===== config.mk =====
export PLATFORM = sky130hd
export DESIGN_NAME = runtime_region_virtual_mapper_core
export DESIGN_NICKNAME = d
export VERILOG_FILES = /design/src/hw/rtl/rrvm_pkg.sv /design/src/hw/rtl/rrvm_front.sv /design/src/hw/rtl/rrvm_queue.sv /design/src/hw/rtl/rrvm_back.sv /design/src/hw/rtl/runtime_region_virtual_mapper_core.sv
export SDC_FILE = /design/constraint.sdc
export NUM_CORES = 2
export LEC_CHECK = 0
export BUFFER_PORTS_ARGS = -buffer_cell sky130_fd_sc_hd__buf_2
export CORE_MARGIN = 2
export CORE_UTILIZATION = 60
export DETAILED_ROUTE_END_ITERATION = 7
export PLACE_DENSITY = 0.8
export REMOVE_ABC_BUFFERS = 1
export SYNTH_ARGS = -nofsm -noshare
export SYNTH_HDL_FRONTEND = slang
export SYNTH_HIERARCHICAL = 1
export SYNTH_SLANG_ARGS = --single-unit

===== constraint.sdc =====
create_clock -name clock -period 17.1 [get_ports clock]
set_input_delay 1.71 -clock clock [delete_from_list [all_inputs] [get_ports clock]]
set_output_delay 1.71 -clock clock [all_outputs]
set_load 0.005 [all_outputs]

===== src/hw/rtl/rrvm_pkg.sv =====
`default_nettype none

package rrvm_pkg;

   // Address and size widths
   localparam int unsigned RRVM_ADDR_WIDTH  = 64;
   localparam int unsigned RRVM_TYPE_WIDTH  = 32;
   localparam int unsigned RRVM_PAGES_WIDTH = 52;
   localparam int unsigned RRVM_ATTR_WIDTH  = 64;

   // Alignment granules as bit counts: 4 KiB page, 64 KiB, 2 MiB
   localparam int unsigned RRVM_PAGE_BITS   = 12;
   localparam int unsigned RRVM_SZ_64K_BITS = 16;
   localparam int unsigned RRVM_SZ_2M_BITS  = 21;

   // Attribute bits
   localparam int unsigned RRVM_RUNTIME_BIT  = 63;
   localparam int unsigned RRVM_CACHE_BITS   = 4;

   // Configuration
   localparam int unsigned RRVM_CSR_ADDR_WIDTH = 3;
   localparam int unsigned RRVM_CSR_DATA_WIDTH = 64;
   localparam logic [RRVM_CSR_ADDR_WIDTH-1:0] RRVM_ADDR_VIRT_BASE_START = 3'd0;
   localparam logic [RRVM_ADDR_WIDTH-1:0] RRVM_VIRT_BASE_RESET = 64'h0000_0000_2000_0000;

   // Depth of the queue between front and back
   localparam int unsigned RRVM_QUEUE_DEPTH = 4;

   typedef struct packed {
      logic                        first_of_map;
      logic [RRVM_TYPE_WIDTH-1:0]  mem_type;
      logic [RRVM_ADDR_WIDTH-1:0]  physical_start;
      logic [RRVM_PAGES_WIDTH-1:0] page_count;
      logic [RRVM_ATTR_WIDTH-1:0]  attribute;
   } rrvm_req_type;

   typedef struct packed {
      logic [RRVM_TYPE_WIDTH-1:0]  out_type;
      logic [RRVM_ADDR_WIDTH-1:0]  out_physical_start;
      logic [RRVM_ADDR_WIDTH-1:0]  virtual_start;
      logic [RRVM_PAGES_WIDTH-1:0] out_page_count;
      logic [RRVM_ATTR_WIDTH-1:0]  out_attribute;
   } rrvm_rsp_type;

   // Classified descriptor handed from front to back
   typedef struct packed {
      rrvm_req_type               req;
      logic                       runtime;
      logic                       linked;
      logic                       big;    // base rounds to 2 MiB
      logic [RRVM_ADDR_WIDTH-1:0] size;   // bytes, grown by 64 KiB offset unless linked
   } rrvm_cmd_type;

endpackage

`default_nettype wire


===== src/hw/rtl/rrvm_front.sv =====
`default_nettype none

module rrvm_front
   import rrvm_pkg::*;
(
   input  wire logic         clock,
   input  wire logic         reset,
   input  wire logic         req_push,
   input  wire rrvm_req_type req_data,
   input  wire logic         q_full,
   output logic              q_push,
   output rrvm_cmd_type      q_data
);

   localparam int unsigned CacheW = RRVM_CACHE_BITS + 1;

   logic [RRVM_ADDR_WIDTH-1:0] prev_end_ff, prev_end_in;
   logic [CacheW-1:0]          prev_bits_ff, prev_bits_in;
   logic                       prev_present_ff, prev_present_in;

   logic                       accept;
   logic                       runtime;
   logic                       linked;
   logic [CacheW-1:0]          bits;
   logic [RRVM_ADDR_WIDTH-1:0] size_raw;
   logic [RRVM_ADDR_WIDTH-1:0] size_grown;
   logic [RRVM_ADDR_WIDTH-1:0] offset_ext;

   assign accept  = req_push && !q_full;
   assign runtime = req_data.attribute[RRVM_RUNTIME_BIT];
   assign bits    = {runtime, req_data.attribute[RRVM_CACHE_BITS-1:0]};

   // Region size in bytes and its 64 KiB alignment growth
   assign size_raw   = {req_data.page_count, {RRVM_PAGE_BITS{1'b0}}};
   assign offset_ext = {{(RRVM_ADDR_WIDTH-RRVM_SZ_64K_BITS){1'b0}},
                        req_data.physical_start[RRVM_SZ_64K_BITS-1:0]};
   assign size_grown = size_raw + offset_ext;

   // Adjacent with matching attributes continues the previous mapping
   assign linked = !req_data.first_of_map && prev_present_ff &&
                   (prev_end_ff == req_data.physical_start) && (prev_bits_ff == bits);

   // Only runtime descriptors and map starts matter to the back end
   always_comb begin
      q_push         = accept && (runtime || req_data.first_of_map);
      q_data.req     = req_data;
      q_data.runtime = runtime;
      q_data.linked  = linked;
      // 2 MiB aligned start means no growth, so the raw size decides
      q_data.big     = (req_data.physical_start[RRVM_SZ_2M_BITS-1:0] == '0) &&
                       (size_raw[RRVM_ADDR_WIDTH-1:RRVM_SZ_2M_BITS] != '0);
      q_data.size    = linked ? size_raw : size_grown;
   end

   // Previous descriptor tracking
   always_comb begin
      prev_end_in     = prev_end_ff;
      prev_bits_in    = prev_bits_ff;
      prev_present_in = prev_present_ff;
      if (accept) begin
         prev_end_in     = req_data.physical_start + size_raw;
         prev_bits_in    = bits;
         prev_present_in = 1'b1;
      end
   end

   always_ff @(posedge clock) begin
      if (reset) begin
         prev_end_ff     <= '0;
         prev_bits_ff    <= '0;
         prev_present_ff <= 1'b0;
      end else begin
         prev_end_ff     <= prev_end_in;
         prev_bits_ff    <= prev_bits_in;
         prev_present_ff <= prev_present_in;
      end
   end

`ifndef NO_ASSERTIONS
   // Plain non-runtime words never reach the back end
   assert property (@(posedge clock) disable iff (reset)
      q_push |-> (req_data.attribute[RRVM_RUNTIME_BIT] || req_data.first_of_map))
      else $error("front pushed a word that needs no back-end work");
`endif

endmodule

`default_nettype wire


===== src/hw/rtl/rrvm_queue.sv =====
`default_nettype none

module rrvm_queue
   import rrvm_pkg::*;
#(
   parameter int unsigned Depth = RRVM_QUEUE_DEPTH
)(
   input  wire logic         clock,
   input  wire logic         reset,
   input  wire logic         push,
   input  wire rrvm_cmd_type push_data,
   output logic              full,
   input  wire logic         pop,
   output logic              valid,
   output rrvm_cmd_type      pop_data
);

   localparam int unsigned PtrW = (Depth > 1) ? $clog2(Depth) : 1;
   localparam int unsigned CntW = $clog2(Depth + 1);

   rrvm_cmd_type    entries_ff [Depth];
   logic [PtrW-1:0] wr_ptr_ff, wr_ptr_in;
   logic [PtrW-1:0] rd_ptr_ff, rd_ptr_in;
   logic [CntW-1:0] count_ff, count_in;
   logic            do_push;
   logic            do_pop;

   assign full     = (count_ff == CntW'(Depth));
   assign valid    = (count_ff != '0);
   assign pop_data = entries_ff[rd_ptr_ff];
   assign do_push  = push && !full;
   assign do_pop   = pop && valid;

   // Pointer and fill count update
   always_comb begin
      wr_ptr_in = wr_ptr_ff;
      rd_ptr_in = rd_ptr_ff;
      count_in  = count_ff;
      if (do_push) begin
         wr_ptr_in = (wr_ptr_ff == PtrW'(Depth - 1)) ? '0 : wr_ptr_ff + 1'b1;
      end
      if (do_pop) begin
         rd_ptr_in = (rd_ptr_ff == PtrW'(Depth - 1)) ? '0 : rd_ptr_ff + 1'b1;
      end
      if (do_push && !do_pop) begin
         count_in = count_ff + 1'b1;
      end else if (!do_push && do_pop) begin
         count_in = count_ff - 1'b1;
      end
   end

   always_ff @(posedge clock) begin
      if (reset) begin
         wr_ptr_ff <= '0;
         rd_ptr_ff <= '0;
         count_ff  <= '0;
      end else begin
         wr_ptr_ff <= wr_ptr_in;
         rd_ptr_ff <= rd_ptr_in;
         count_ff  <= count_in;
      end
   end

   // Storage
   always_ff @(posedge clock) begin
      if (do_push) begin
         entries_ff[wr_ptr_ff] <= push_data;
      end
   end

`ifndef NO_ASSERTIONS
   assert property (@(posedge clock) disable iff (reset)
      count_ff <= CntW'(Depth))
      else $error("queue fill count out of range");

   assert property (@(posedge clock) disable iff (reset)
      (do_push && !do_pop) |=> (count_ff == $past(count_ff) + 1'b1))
      else $error("queue lost a pushed word");
`endif

endmodule

`default_nettype wire


===== src/hw/rtl/rrvm_back.sv =====
`default_nettype none

module rrvm_back
   import rrvm_pkg::*;
(
   input  wire logic                       clock,
   input  wire logic                       reset,
   input  wire logic [RRVM_ADDR_WIDTH-1:0] virt_base_start,
   input  wire logic                       q_valid,
   input  wire rrvm_cmd_type               q_data,
   output logic                            q_pop,
   output logic                            rsp_empty,
   input  wire logic                       rsp_pop,
   output rrvm_rsp_type                    rsp_data
);

   localparam int unsigned AW    = RRVM_ADDR_WIDTH;
   localparam int unsigned Lo64k = RRVM_SZ_64K_BITS;
   localparam int unsigned Lo2m  = RRVM_SZ_2M_BITS;
   localparam int unsigned Hi64k = AW - Lo64k;
   localparam int unsigned Hi2m  = AW - Lo2m;

   logic [AW-1:0] base_ff, base_in;
   logic          out_valid_ff, out_valid_in;
   rrvm_rsp_type  out_ff, out_in;

   logic             take;
   logic [AW-1:0]    base;
   logic             inc64k;
   logic             inc2m;
   logic [Hi64k-1:0] up64k;
   logic [Hi2m-1:0]  up2m;
   logic [Hi64k-1:0] sum64k_hi;
   logic [Hi2m-1:0]  sum2m_hi;
   logic [AW-1:0]    sum_linked;
   logic [AW-1:0]    vstart;
   logic [AW-1:0]    base_next;

   // Take a command whenever the output slot is free or being drained
   assign take      = q_valid && (!out_valid_ff || rsp_pop);
   assign q_pop     = take;
   assign rsp_empty = !out_valid_ff;
   assign rsp_data  = out_ff;

   // Running base, reloaded at the start of a map
   assign base = q_data.req.first_of_map ? virt_base_start : base_ff;

   // Round-up carries and rounded bases
   assign inc64k = (base[Lo64k-1:0] != '0);
   assign inc2m  = (base[Lo2m-1:0] != '0);
   assign up64k  = base[AW-1:Lo64k] + Hi64k'(inc64k);
   assign up2m   = base[AW-1:Lo2m] + Hi2m'(inc2m);

   // Rounded base plus size, folded into one add each
   assign sum64k_hi  = base[AW-1:Lo64k] + q_data.size[AW-1:Lo64k] + Hi64k'(inc64k);
   assign sum2m_hi   = base[AW-1:Lo2m] + q_data.size[AW-1:Lo2m] + Hi2m'(inc2m);
   assign sum_linked = base + q_data.size;

   always_comb begin
      if (q_data.linked) begin
         vstart    = base;
         base_next = sum_linked;
      end else if (q_data.big) begin
         vstart    = {up2m, {Lo2m{1'b0}}};
         base_next = {sum2m_hi, q_data.size[Lo2m-1:0]};
      end else begin
         vstart    = {up64k, q_data.req.physical_start[Lo64k-1:0]};
         base_next = {sum64k_hi, q_data.size[Lo64k-1:0]};
      end
   end

   // Base and output word update
   always_comb begin
      base_in      = base_ff;
      out_in       = out_ff;
      out_valid_in = out_valid_ff && !rsp_pop;
      if (take) begin
         if (q_data.runtime) begin
            base_in                   = base_next;
            out_valid_in              = 1'b1;
            out_in.out_type           = q_data.req.mem_type;
            out_in.out_physical_start = q_data.req.physical_start;
            out_in.virtual_start      = vstart;
            out_in.out_page_count     = q_data.req.page_count;
            out_in.out_attribute      = q_data.req.attribute;
         end else begin
            base_in = base;
         end
      end
   end

   always_ff @(posedge clock) begin
      if (reset) begin
         base_ff      <= RRVM_VIRT_BASE_RESET;
         out_valid_ff <= 1'b0;
      end else begin
         base_ff      <= base_in;
         out_valid_ff <= out_valid_in;
      end
   end

   always_ff @(posedge clock) begin
      out_ff <= out_in;
   end

`ifndef NO_ASSERTIONS
   assert property (@(posedge clock) disable iff (reset)
      (take && q_data.runtime) |=> out_valid_ff)
      else $error("runtime descriptor produced no word");

   assert property (@(posedge clock) disable iff (reset)
      (take && !q_data.runtime) |=> !out_valid_ff)
      else $error("map start without runtime bit produced a word");
`endif

endmodule

`default_nettype wire


===== src/hw/rtl/runtime_region_virtual_mapper_core.sv =====
// Runtime region virtual mapper.
// Request side is a queue input: a descriptor word (rrvm_req_type) is taken at
// a clock edge with req_push high and req_full low. Descriptors arrive sorted
// by physical start; each runtime descriptor (attribute bit 63) yields one
// response word with its assigned virtual start, others yield none.
// Response side is a queue output: the oldest word sits on rsp_data while
// rsp_empty is low and leaves at an edge with rsp_pop high.
// One descriptor is taken per cycle while req_full is low. The front end checks adjacency
// against the previous descriptor, the back end updates the running base
// through parallel adds. An accepted runtime descriptor passes the front-to-back
// queue and the output register before its word shows on rsp_data.
// When the receiver stalls, the output slot holds its word and the
// front-to-back queue fills; req_full rises once it is full.
// Reset (synchronous, active high) empties both queues, forgets the previous
// descriptor and loads the base and virt_base_start with 0x2000_0000.
// csr: APB-style, virt_base_start at address 0; writes are meant for idle
// periods and take effect at the next map start.
`default_nettype none

module runtime_region_virtual_mapper_core
   import rrvm_pkg::*;
#(
   parameter int unsigned QueueDepth = RRVM_QUEUE_DEPTH
)(
   input  wire logic                           clock,
   input  wire logic                           reset,
   // request queue
   input  wire logic                           req_push,
   output logic                                req_full,
   input  wire rrvm_req_type                   req_data,
   // response queue
   output logic                                rsp_empty,
   input  wire logic                           rsp_pop,
   output rrvm_rsp_type                        rsp_data,
   // configuration
   input  wire logic                           csr_psel,
   input  wire logic                           csr_penable,
   input  wire logic                           csr_pwrite,
   input  wire logic [RRVM_CSR_ADDR_WIDTH-1:0] csr_paddr,
   input  wire logic [RRVM_CSR_DATA_WIDTH-1:0] csr_pwdata,
   output logic      [RRVM_CSR_DATA_WIDTH-1:0] csr_prdata,
   output logic                                csr_pready
);

   logic [RRVM_ADDR_WIDTH-1:0] virt_base_start_ff, virt_base_start_in;
   logic                       csr_write;

   logic         q_push;
   logic         q_full;
   logic         q_pop;
   logic         q_valid;
   rrvm_cmd_type q_in_data;
   rrvm_cmd_type q_out_data;

   // Configuration register
   assign csr_pready = 1'b1;
   assign csr_write  = csr_psel && csr_penable && csr_pwrite && csr_pready;

   always_comb begin
      virt_base_start_in = virt_base_start_ff;
      if (csr_write && (csr_paddr == RRVM_ADDR_VIRT_BASE_START)) begin
         virt_base_start_in = csr_pwdata;
      end
      csr_prdata = (csr_paddr == RRVM_ADDR_VIRT_BASE_START) ? virt_base_start_ff : '0;
   end

   always_ff @(posedge clock) begin
      if (reset) begin
         virt_base_start_ff <= RRVM_VIRT_BASE_RESET;
      end else begin
         virt_base_start_ff <= virt_base_start_in;
      end
   end

   assign req_full = q_full;

   rrvm_front u_front (
      .clock    (clock),
      .reset    (reset),
      .req_push (req_push),
      .req_data (req_data),
      .q_full   (q_full),
      .q_push   (q_push),
      .q_data   (q_in_data)
   );

   rrvm_queue #(
      .Depth (QueueDepth)
   ) u_queue (
      .clock     (clock),
      .reset     (reset),
      .push      (q_push),
      .push_data (q_in_data),
      .full      (q_full),
      .pop       (q_pop),
      .valid     (q_valid),
      .pop_data  (q_out_data)
   );

   rrvm_back u_back (
      .clock           (clock),
      .reset           (reset),
      .virt_base_start (virt_base_start_ff),
      .q_valid         (q_valid),
      .q_data          (q_out_data),
      .q_pop           (q_pop),
      .rsp_empty       (rsp_empty),
      .rsp_pop         (rsp_pop),
      .rsp_data        (rsp_data)
   );

endmodule

`default_nettype wire

==> results.json <==
{
  "synth-main-ff-cell": "edfxtp_1",
  "fin_util": 0.669,
  "hold_violations": 0,
  "relSlewSlack": 0.240,
  "drt_iter0_markers": 4080,
  "dr.pass1.iters": 5,
  "grt_first_pass_wirelength_um": 265000,
  "tightest_slew_ns": 1.14,
  "yosys_warnings": 6,
  "yosysSeqAreaShare": 0.650,
  "cp-end-kind": "flip-flop",
  "cts.sinks": 1604,
  "detail_route.wl_per_cell_um": 26.6,
  "async_flop_share": 0,
  "initial_utilization": 0.603,
  "rsz0062_at_grt": "no",
  "ioPinCount": 630,
  "dp_hpwl_um": 118000,
  "syn_area_mm2": 0.0709,
  "cp_top_family": "compound AO/OA/AOI/OAI gates",
  "ys_ff_latch": 1604,
  "clockBufferDepth": 3,
  "synth.distinct_cells": 97,
  "critPathBufInv": 0,
  "period_minus_slack_ns": 7.13,
  "leakagePower_nw": 27.5,
  "synth-edff-count": 1396,
  "slowest_delay_ns": 0.99,
  "coreArea_mm2": 0.118,
  "cts_buffers": 159,
  "die_w_um": 348,
  "cp-endpoint": "u_back/base_ff[63]",
  "path_clk_slew_ns": 0.06,
  "outcome": "finished, final reports clean",
  "r2r_setup_slack_ns": 9.97,
  "finClkSkew_ns": 0.0399,
  "drc": 0,
  "placed_cells": 6446,
  "path_class": "flip-flop to flip-flop",
  "post_dp_cell_area_mm2": 0.0735,
  "cp_cell_sequence": "mux4_4 > mux2_2 > nor4_1 > nand4_1 > or3_1 > fa_1 > fa_1 > nand2b_1 > nor2b_1 > a221oi_1 > o21ai_0 > o21ai_1 > o21ai_1 > a2111oi_2 > o21bai_1 > xor2_1 > a2111oi_0 > a211o_1",
  "die_y_um": 348,
  "clock_latency_ns": 0.81,
  "crit_slowest_cell": "mux4_4",
  "cts-root-buf": "clkbuf_16",
  "avgViaCountPerCell": 6.16,
  "synthTopCellsByArea": "edfxtp_1, mux4_2, dfxtp_1",
  "yosys.area.top_type_share": 0.591,
  "instances_no_fill": 6766,
  "htreeDepth": 4,
  "setup_viol": 0,
  "synth.most_common_cell": "edfxtp_1",
  "die-area_mm2": 0.121,
  "cp_num_cells": 18,
  "grt_pass1_vias": 41354,
  "drive_gt1_frac": 0.249,
  "holdWs_ns": 0.466,
  "max_freq_ghz": 0.140,
  "cts_tree": "done",
  "ant_nets": 0,
  "via_count": 41668,
  "place.gp.congestion": 0.946,
  "min_path_type": "flip-flop to flip-flop",
  "setup_slack_ns": 9.97,
  "totalWireLength_um": 180000,
  "antenna_found_initial": 40,
  "cts_setup_buffers": 0,
  "cp.arrival_ns": 7.88,
  "syn_inst": 4693,
  "crit_path_start_kind": "flip-flop",
  "pre_cts_slack_ns": 9.86,
  "grt-ovfl-total": 0,
  "ctsResizeCount": 0,
  "hold_buffers": 0,
  "path_max_fanout": 39,
  "r2r_cells": 18,
  "yosys-top-cells-count": "edfxtp_1, nand2_1, mux4_2",
  "avgSynthCellArea_um2": 15.1,
  "grt_max_degree": 157,
  "r2r_end": "u_back/base_ff[63]",
  "stdcell_area_mm2": 0.0787,
  "area_growth_pct": 11.1,
  "min_period_over_period": 0.417,
  "grt_util_all_layers": 0.296,
  "slew_viol_final": 0,
  "vdd_drop_max_v": 0.000161,
  "nNetsFinal": 5489,
  "worst_ep_required_time_ns": 17.84,
  "max-cap-violations": 0,
  "p_per_area_mw_per_mm2": 160,
  "io_buffers": 628,
  "synth_largest_area_cell": "edfxtp_1",
  "num_rows": 126
}
[how the worst min path moves through the flow]
stage,startpoint,end,slack [ns],cells after the start
global placement,u_back/base_ff[0],u_back/base_ff[0],0.45,2
CTS,u_front/prev_end_ff[22],u_front/prev_end_ff[22],0.46,2
finish,u_front/prev_end_ff[22],u_front/prev_end_ff[22],0.47,2
floorplan,u_front/prev_end_ff[50],u_front/prev_end_ff[50],0.43,2
detailed placement,u_front/prev_end_ff[22],u_front/prev_end_ff[22],0.46,2
global route,u_front/prev_end_ff[22],u_front/prev_end_ff[22],0.48,2
[through the flow]
stage	setup TNS [ns]	power (mW)
4_1_cts	0	12.6
3_5_place_dp	0	9.16
6_report	0	12.6
5_1_grt	0	13.1
3_3_place_gp	0	9.12
2_1_floorplan	-789.65	8.34
[routing by layer]
layer | share of wire | vias up | wire length [um] | global-route usage
met3 | 0.083 | 356 | 14900 | 0.0634
met4 | 0.039 | 20 | 6960 | 0.126
met5 | 0.00070 | - | 127 | 0
met1 | 0.40 | 20822 | 71400 | 0.400
met2 | 0.48 | 1967 | 86900 | 0.470
li1 | - | 18503 | - | -
[worst min-delay path: cells and delay by family (launching register included)]
kind	cells	cell delay, ns
and+or+nand+nor	1	0.05
DFF	1	0.32
AOI/OAI and AO/OA	1	0.05
[registers in the layout, indices dropped and copies added, names as in the netlist, named ones only]
name,cells
u_queue/entries_ff,1120
u_back/rsp_data,276
u_back/base_ff,64
u_front/prev_end_ff,64
virt_base_start_ff,64
u_front/prev_bits_ff,5
u_queue/count_ff,3
u_queue/rd_ptr_ff,2
u_queue/wr_ptr_ff,2
u_back/out_valid_ff,1
u_front/prev_present_ff,1
[power by group]
group          internal (mW)  switching (mW)
clock network           1.93            1.51
registers               5.09           0.255
logic                   1.46            2.32
total                   8.48            4.09
[cell families after synthesis]
family,Yosys count,synth area share
and+or+nand+nor,1037,0.0748
DFF,1604,0.650
buffers and inverters,527,0.0449
AOI/OAI and AO/OA,717,0.0650
xor gates and xnor gates,249,0.0308
other,1,0.0000529
muxes,427,0.111
adders and majority gates,131,0.0239
[final cells by class]
class / instances / area [um2]
flip-flops and latches: 1604 / 46100
fillers: 8033 / 38900
multi-input cells: 2562 / 21700
clock buffers: 200 / 4270
repair buffers: 666 / 3500
well taps: 1536 / 1920
clock inverters: 92 / 900
inverters: 78 / 300
diodes: 28 / 70.1
[cell usage in the layout, fill, tap and decap left out, types with 27 or more instances in the layout]
cell	instances
buf_2	627
clkbuf_16	163
dfxtp_1	206
clkbuf_1	32
nand3_1	52
inv_1	73
mux2_2	46
nor2_1	173
xor2_1	68
buf_4	33
nand2b_1	143
a21oi_1	259
and2_1	90
nor2b_1	27
o21bai_1	30
nand4_1	71
nand2_1	302
a211oi_1	35
clkinv_1	28
nor4_1	29
edfxtp_1	1396
o21ai_0	131
nor3_1	50
mux4_2	278
mux2i_1	101
ha_1	124
a21o_1	67
diode_2	28
xnor2_1	181
No activity file was read; power rests on OpenSTA's default activity.
